## src/design/lcmc_pkg.sv

```systemverilog
// ----------------------------------------------------------------------------
// lcmc_pkg: shared constants and types for the LRU cache miss counter
// Sizes of the recency chain and the structs that run along it.
// ----------------------------------------------------------------------------
package lcmc_pkg;

	localparam int CAPACITY  = 16;
	localparam int KEY_BITS  = 16;
	localparam int ID_BITS   = 16;
	localparam int CFG_BITS  = 5;
	localparam int OCC_BITS  = 5;
	localparam int MISS_BITS = 32;
	localparam int CNT_BITS  = $clog2(CAPACITY + 1);

	// Handed from one cell to the next, front of the list first.
	typedef struct packed {
		logic [KEY_BITS-1:0] key;    // key held by the cell (or the new key at the front)
		logic                valid;  // entry valid for this access
		logic                match;  // hit seen in this cell or any cell in front
	} link_t;

	// Driven to every cell at once.
	typedef struct packed {
		logic                en;     // item accepted this cycle
		logic                start;  // list cleared before this access
		logic [KEY_BITS-1:0] key;    // key being accessed
		logic                found;  // hit anywhere in the list
		logic                full;   // miss must evict the least recent entry
	} bcast_t;

endpackage

```

## src/design/lcmc_cell.sv

```systemverilog
// ----------------------------------------------------------------------------
// lcmc_cell: one position of the recency list
// Holds one key and its valid bit, compares against the access key and takes
// its neighbor's entry when the list shifts through this position.
// ----------------------------------------------------------------------------
module lcmc_cell (
	input  logic           clk,
	input  logic           arst_n,
	input  lcmc_pkg::bcast_t bc,
	input  lcmc_pkg::link_t  prev,
	output lcmc_pkg::link_t  next
);

	logic [lcmc_pkg::KEY_BITS-1:0] key_q;
	logic                          valid_q;
	logic                          valid_eff;
	logic                          match;
	logic                          shift;

	assign valid_eff = valid_q & ~bc.start;
	assign match     = valid_eff & (key_q == bc.key);

	// Hit: positions up to and including the hit shift.
	// Miss, full: every valid position shifts, the last one is dropped.
	// Miss, not full: positions up to one past the last valid shift.
	always_comb begin
		if (bc.found) begin
			shift = ~prev.match;
		end else if (bc.full) begin
			shift = valid_eff;
		end else begin
			shift = prev.valid;
		end
	end

	always_ff @(posedge clk or negedge arst_n) begin
		if (!arst_n) begin
			valid_q <= 1'b0;
		end else if (bc.en) begin
			valid_q <= shift ? prev.valid : valid_eff;
		end
	end

	always_ff @(posedge clk) begin
		if (bc.en && shift) begin
			key_q <= prev.key;
		end
	end

	assign next.key   = key_q;
	assign next.valid = valid_eff;
	assign next.match = prev.match | match;

endmodule

```

## src/design/lru_cache_miss_counter_top.sv

```systemverilog
// ----------------------------------------------------------------------------
// lru_cache_miss_counter_top: fully associative LRU cache simulator
// Recency list as a chain of cells; reports hit, saturating miss count and
// occupancy for every key access.
// ----------------------------------------------------------------------------
//  channel  | dir | handshake         | payload
//  s_*      | in  | s_tvalid/s_tready | tdata: camera_id; tuser: start_new
//  m_*      | out | m_tvalid/m_tready | tdata: hit, miss_count, occupancy
//  cfg_*    | in  | cfg_we            | cfg_wdata: size_limit
//
// One item per cycle while the output is not stalled; the result appears in the output
// register in the cycle after acceptance. All cells compare and shift in the cycle of acceptance.
// A stalled result holds s_tready low only while m_tready is low.
// Reset clears the valid bits, counts and output valid; size_limit resets to 16.
// ----------------------------------------------------------------------------
module lru_cache_miss_counter_top (
	input  logic        clk,
	input  logic        arst_n,
	input  logic        s_tvalid,
	output logic        s_tready,
	input  logic [15:0] s_tdata,   // [15:0] camera_id
	input  logic        s_tuser,   // [0] start_new
	output logic        m_tvalid,
	input  logic        m_tready,
	output logic [39:0] m_tdata,   // [0] hit, [32:1] miss_count, [37:33] occupancy, rest 0
	input  logic        cfg_we,
	input  logic [4:0]  cfg_wdata  // size_limit
);

	logic [lcmc_pkg::CFG_BITS-1:0]  size_limit_q;
	logic [lcmc_pkg::CNT_BITS-1:0]  vc_q;
	logic [lcmc_pkg::MISS_BITS-1:0] miss_q;
	logic                           out_valid_q;
	logic                           hit_q;
	logic [lcmc_pkg::MISS_BITS-1:0] miss_out_q;
	logic [lcmc_pkg::OCC_BITS-1:0]  occ_q;

	logic                           accept;
	logic [lcmc_pkg::CNT_BITS-1:0]  limit;
	logic [lcmc_pkg::CNT_BITS-1:0]  vc_eff;
	logic [lcmc_pkg::CNT_BITS-1:0]  vc_next;
	logic [lcmc_pkg::MISS_BITS-1:0] miss_base;
	logic [lcmc_pkg::MISS_BITS-1:0] miss_next;
	lcmc_pkg::bcast_t               bc;
	lcmc_pkg::link_t                chain [lcmc_pkg::CAPACITY+1];

	assign s_tready = ~out_valid_q | m_tready;
	assign accept   = s_tvalid & s_tready;

	// Zero acts as one, anything above the list size as the list size.
	always_comb begin
		if (size_limit_q == '0) begin
			limit = lcmc_pkg::CNT_BITS'(1);
		end else if (32'(size_limit_q) > lcmc_pkg::CAPACITY) begin
			limit = lcmc_pkg::CNT_BITS'(lcmc_pkg::CAPACITY);
		end else begin
			limit = lcmc_pkg::CNT_BITS'(size_limit_q);
		end
	end

	assign vc_eff    = s_tuser ? '0 : vc_q;
	assign miss_base = s_tuser ? '0 : miss_q;

	assign bc.en    = accept;
	assign bc.start = s_tuser;
	assign bc.key   = s_tdata[lcmc_pkg::KEY_BITS-1:0];
	assign bc.found = chain[lcmc_pkg::CAPACITY].match;
	assign bc.full  = (vc_eff >= limit);

	// Front of the chain feeds the new key in.
	assign chain[0].key   = s_tdata[lcmc_pkg::KEY_BITS-1:0];
	assign chain[0].valid = 1'b1;
	assign chain[0].match = 1'b0;

	for (genvar i = 0; i < lcmc_pkg::CAPACITY; i++) begin : g_cell
		lcmc_cell u_cell (
			.clk    (clk),
			.arst_n (arst_n),
			.bc     (bc),
			.prev   (chain[i]),
			.next   (chain[i+1])
		);
	end

	always_comb begin
		vc_next   = vc_eff;
		miss_next = miss_base;
		if (!bc.found) begin
			if (miss_base != '1) begin
				miss_next = miss_base + lcmc_pkg::MISS_BITS'(1);
			end
			if (!bc.full) begin
				vc_next = vc_eff + lcmc_pkg::CNT_BITS'(1);
			end
		end
	end

	always_ff @(posedge clk or negedge arst_n) begin
		if (!arst_n) begin
			size_limit_q <= lcmc_pkg::CFG_BITS'(16);
		end else if (cfg_we) begin
			size_limit_q <= cfg_wdata;
		end
	end

	always_ff @(posedge clk or negedge arst_n) begin
		if (!arst_n) begin
			vc_q        <= '0;
			miss_q      <= '0;
			out_valid_q <= 1'b0;
		end else begin
			if (accept) begin
				vc_q   <= vc_next;
				miss_q <= miss_next;
			end
			if (accept) begin
				out_valid_q <= 1'b1;
			end else if (m_tready) begin
				out_valid_q <= 1'b0;
			end
		end
	end

	always_ff @(posedge clk) begin
		if (accept) begin
			hit_q      <= bc.found;
			miss_out_q <= miss_next;
			occ_q      <= lcmc_pkg::OCC_BITS'(vc_next);
		end
	end

	assign m_tvalid = out_valid_q;
	assign m_tdata  = {2'b00, occ_q, miss_out_q, hit_q};

endmodule

```

## config.mk

```make
export PLATFORM = sky130hd
export DESIGN_NAME = lru_cache_miss_counter_top
export DESIGN_NICKNAME = d
export VERILOG_FILES = /design/src/design/lcmc_pkg.sv /design/src/design/lcmc_cell.sv /design/src/design/lru_cache_miss_counter_top.sv
export SDC_FILE = /design/constraint.sdc
export NUM_CORES = 1
export LEC_CHECK = 0
export ABC_AREA = 1
export BUFFER_PORTS_ARGS = -buffer_cell sky130_fd_sc_hd__buf_2
export CAP_MARGIN = 20
export CORE_MARGIN = 1
export CORE_UTILIZATION = 43
export DETAILED_ROUTE_END_ITERATION = 8
export PLACE_DENSITY = 0.69
export SLEW_MARGIN = 30
export SYNTH_ARGS = -nofsm -noshare
export SYNTH_HDL_FRONTEND = slang
export SYNTH_SLANG_ARGS = --single-unit
```

## constraint.sdc

```tcl
create_clock -name clk -period 3.02 [get_ports clk]
set_input_delay 0.302 -clock clk [delete_from_list [all_inputs] [get_ports clk]]
set_output_delay 0.302 -clock clk [all_outputs]
set_load 0.02 [all_outputs]
```

==> metrics.yaml <==
outcome: "finished with violations"
violations: "negative setup slack"
grtUsageMet1: 0.265
cts_tree: "done"
hold_path_class: "in -> reg"
portBuffers: 66
critPathArrivalTime_ns: 3.33
rsz0062_at_grt: "yes"
top_usage_layer: "met2"
num_vias: 13800
finalNonFillerCells: 2623
dp.cells: 2518
area_growth_syn_to_layout_pct: 28.5
synth_edf_count: 294
clock-sinks: 353
p_leak_nw: 9.35
critPathLaunchType: "flip-flop"
grt_max_degree: 72
worstPathMaxFanout: 7
synth_area_um2: 17400
io_pins: 69
drc: 0
synth_seq_cells: 353
placed_cell_area_um2: 19900
stdcell_area_um2: 22300
yosys.area.top_type_share: 0.508
avgRoutedWirePerCell_um: 17.1
antenna_found_initial: 0
drtIter0Drc: 1012
period_minus_slack_ns: 3.04
synth_ff_type: "edfxtp_1"
ys_async_sr_fraction: 0.167
ant_nets: 0
die_h_um: 203
ys_warn_count: 0
required_ns: 3.31
cts_buffers: 39
clock_latency_ns: 0.54
setup_viol: 20
htreeDepth: 2
max_cap_violations: 0
initial_utilization: 0.436
nets: 2101
die_width_um: 203
holdWs_ns: 0.0266
skew_ns: 0.0240
grt_pass1_vias: 13500
drive_above_1_share: 0.276
rows: 73
worst_slew_pin_slew_ns: 0.967
slew_violations: 0
fill_cells: 3316
end_kind: "flip-flop"
wirelength_um: 45000
grt_pass1_wl_um: 68500
gp_congestion: 0.918
synth-seq-area-share: 0.593
ys_types: 54
clk_pin_slew_worst_paths_ns: 0.06
maxSlewHeadroom: 0.353
dieArea_um2: 41200
grt_overflow: 0
grt_util_all_layers: 0.212
power_density_nw_per_um2: 590
clock_path_buffers: 3
dp_hpwl_um: 32400
worst-setup-path-type: "reg -> reg"
dp_slack_ns: -0.358
final_hold_viol_count: 0
peakVddDrop_mv: 0.522
synth_area_leader_cell: "edfxtp_1"
dr.pass1.iters: 6
post-route-period-util: 1.01
avgSynthCellArea_um2: 9.61
syn_inst: 1809
use_met2: 0.370
max_freq_mhz: 329
grtUsageMet3: 0.0307
drt-vias-per-instance: 5.26
finalWorstSetupSlack_ns: -0.0152
diodes: 0
root_buffer: "clkbuf_16"
synth.area.top_cells: "edfxtp_1 (51%), nand2_1 (10%), dfrtp_1 (8.4%), inv_1 (4.6%), nor2_1 (3.4%)"
coreArea_um2: 39800
[flip-flops by register name, indices dropped and copies added, names as in the netlist]
register / count
g_cell.u_cell.key_q: 256
m_tvalid: 1
hit_q: 1
vc_q: 5
g_cell.u_cell.valid_q: 16
occ_q: 5
size_limit_q: 5
miss_out_q: 32
miss_q: 32
[worst paths after layout]
kind / startpoint / endpoint / slack, ns / cells past startpoint
max: g_cell[0].u_cell.key_q[14] / miss_out_q[20] / -0.02 / 22
min: s_tdata[12] / g_cell[0].u_cell.key_q[12] / 0.03 / 1
min in group asynchronous: arst_n / miss_q[16] / 0.33 / 2
max reg2reg: g_cell[0].u_cell.key_q[14] / miss_out_q[20] / -0.02 / 22
min reg2reg: g_cell[11].u_cell.key_q[5] / g_cell[12].u_cell.key_q[5] / 0.44 / 0
max in group asynchronous: arst_n / size_limit_q[4] / 1.89 / 3
[cells in the final DEF (no fill, tap or decap), types with 56 or more instances in the layout]
cell	count
buf_2	66
buf_4	170
edfxtp_1	294
dfrtp_1	58
nor2_1	149
inv_1	204
nand2_1	412
o21ai_0	72
nand3_1	56
nand2_2	64
[cells by family after synthesis]
group / share of synthesized area
AOI/OAI and AO/OA: 0.0765
buffers and inverters: 0.0783
other: 0.000216
and+or+nand+nor: 0.216
DFF: 0.593
xor gates and xnor gates: 0.0307
adders and majority gates: 0.00504
[area by class of cell]
cell class / instances / area [um^2] / area share
Multi-Input combinational cell: 1152 / 6610 / 0.296
Sequential cell: 353 / 10300 / 0.462
Tap cell: 525 / 657 / 0.0294
Clock inverter: 24 / 263 / 0.0118
Clock buffer: 48 / 1030 / 0.0462
Timing Repair Buffer: 290 / 2590 / 0.116
Inverter: 231 / 873 / 0.0391
[metal layers]
metal / part of all wire / vias to the layer above
li1: - / 6603
met1: 0.40 / 6628
met2: 0.51 / 465
met3: 0.058 / 105
met4: 0.032 / 0
met5: 0 / -
[critical path: stages, from the launching register on]
cell       delay (ns)
edfxtp_1         0.39
inv_1            0.07
nand2_1          0.09
nand2_1          0.09
nor2_1           0.04
nand2_1          0.07
nor2_1           0.05
nand3_2          0.09
buf_4            0.14
nand3_4          0.07
nor2_4           0.09
nand4_1          0.15
nor2_2           0.17
nand4_2          0.16
nor2_4           0.16
nand4_4          0.13
nor2_8           0.16
buf_12           0.17
buf_6            0.11
clkbuf_16        0.13
nand3_1          0.09
nand2_2          0.11
inv_1            0.04
[per-stage QoR]
step / utilization / TNS (ns) / power (mW)
after floorplan: - / -0.721 / 7.44
after global placement: 0.500 / -71.60 / 8.21
after detailed placement: 0.500 / -79.11 / 8.29
after CTS: 0.535 / 0 / 13.1
after global routing: 0.561 / -58.32 / 13.7
final: 0.561 / -0.117 / 13.2
[cell usage after synthesis, types with 21 or more instances]
master / instances
dfrtp_1: 58
nand2_1: 479
edfxtp_1: 294
nand4_1: 37
a21oi_1: 37
inv_1: 214
o22ai_1: 34
nand3_1: 103
nor2_1: 159
o21ai_0: 73
xor2_1: 53
a221oi_1: 25
or2_2: 21
[repair_timing]
item | in CTS | in global routing
endpoints found under the hold margin | 28 | 0
pin swaps | 0 | 70
setup buffers | 2 | 19
setup endpoints to repair | 58 | 345
resized for setup | 4 | 194
hold buffers | 7 | 0
cloned | 0 | 5
[report_power, final]
| part | internal (mW) | total [mW] | switching, mW | leakage (nW) |
|---|---|---|---|---|
| clock | 2.87 | 4.82 | 1.96 | 0.623 |
| combinational | 0.889 | 2.33 | 1.44 | 5.33 |
| sequential | 5.80 | 6.02 | 0.224 | 3.40 |
Note: power is estimated with default switching activity, not from simulation.
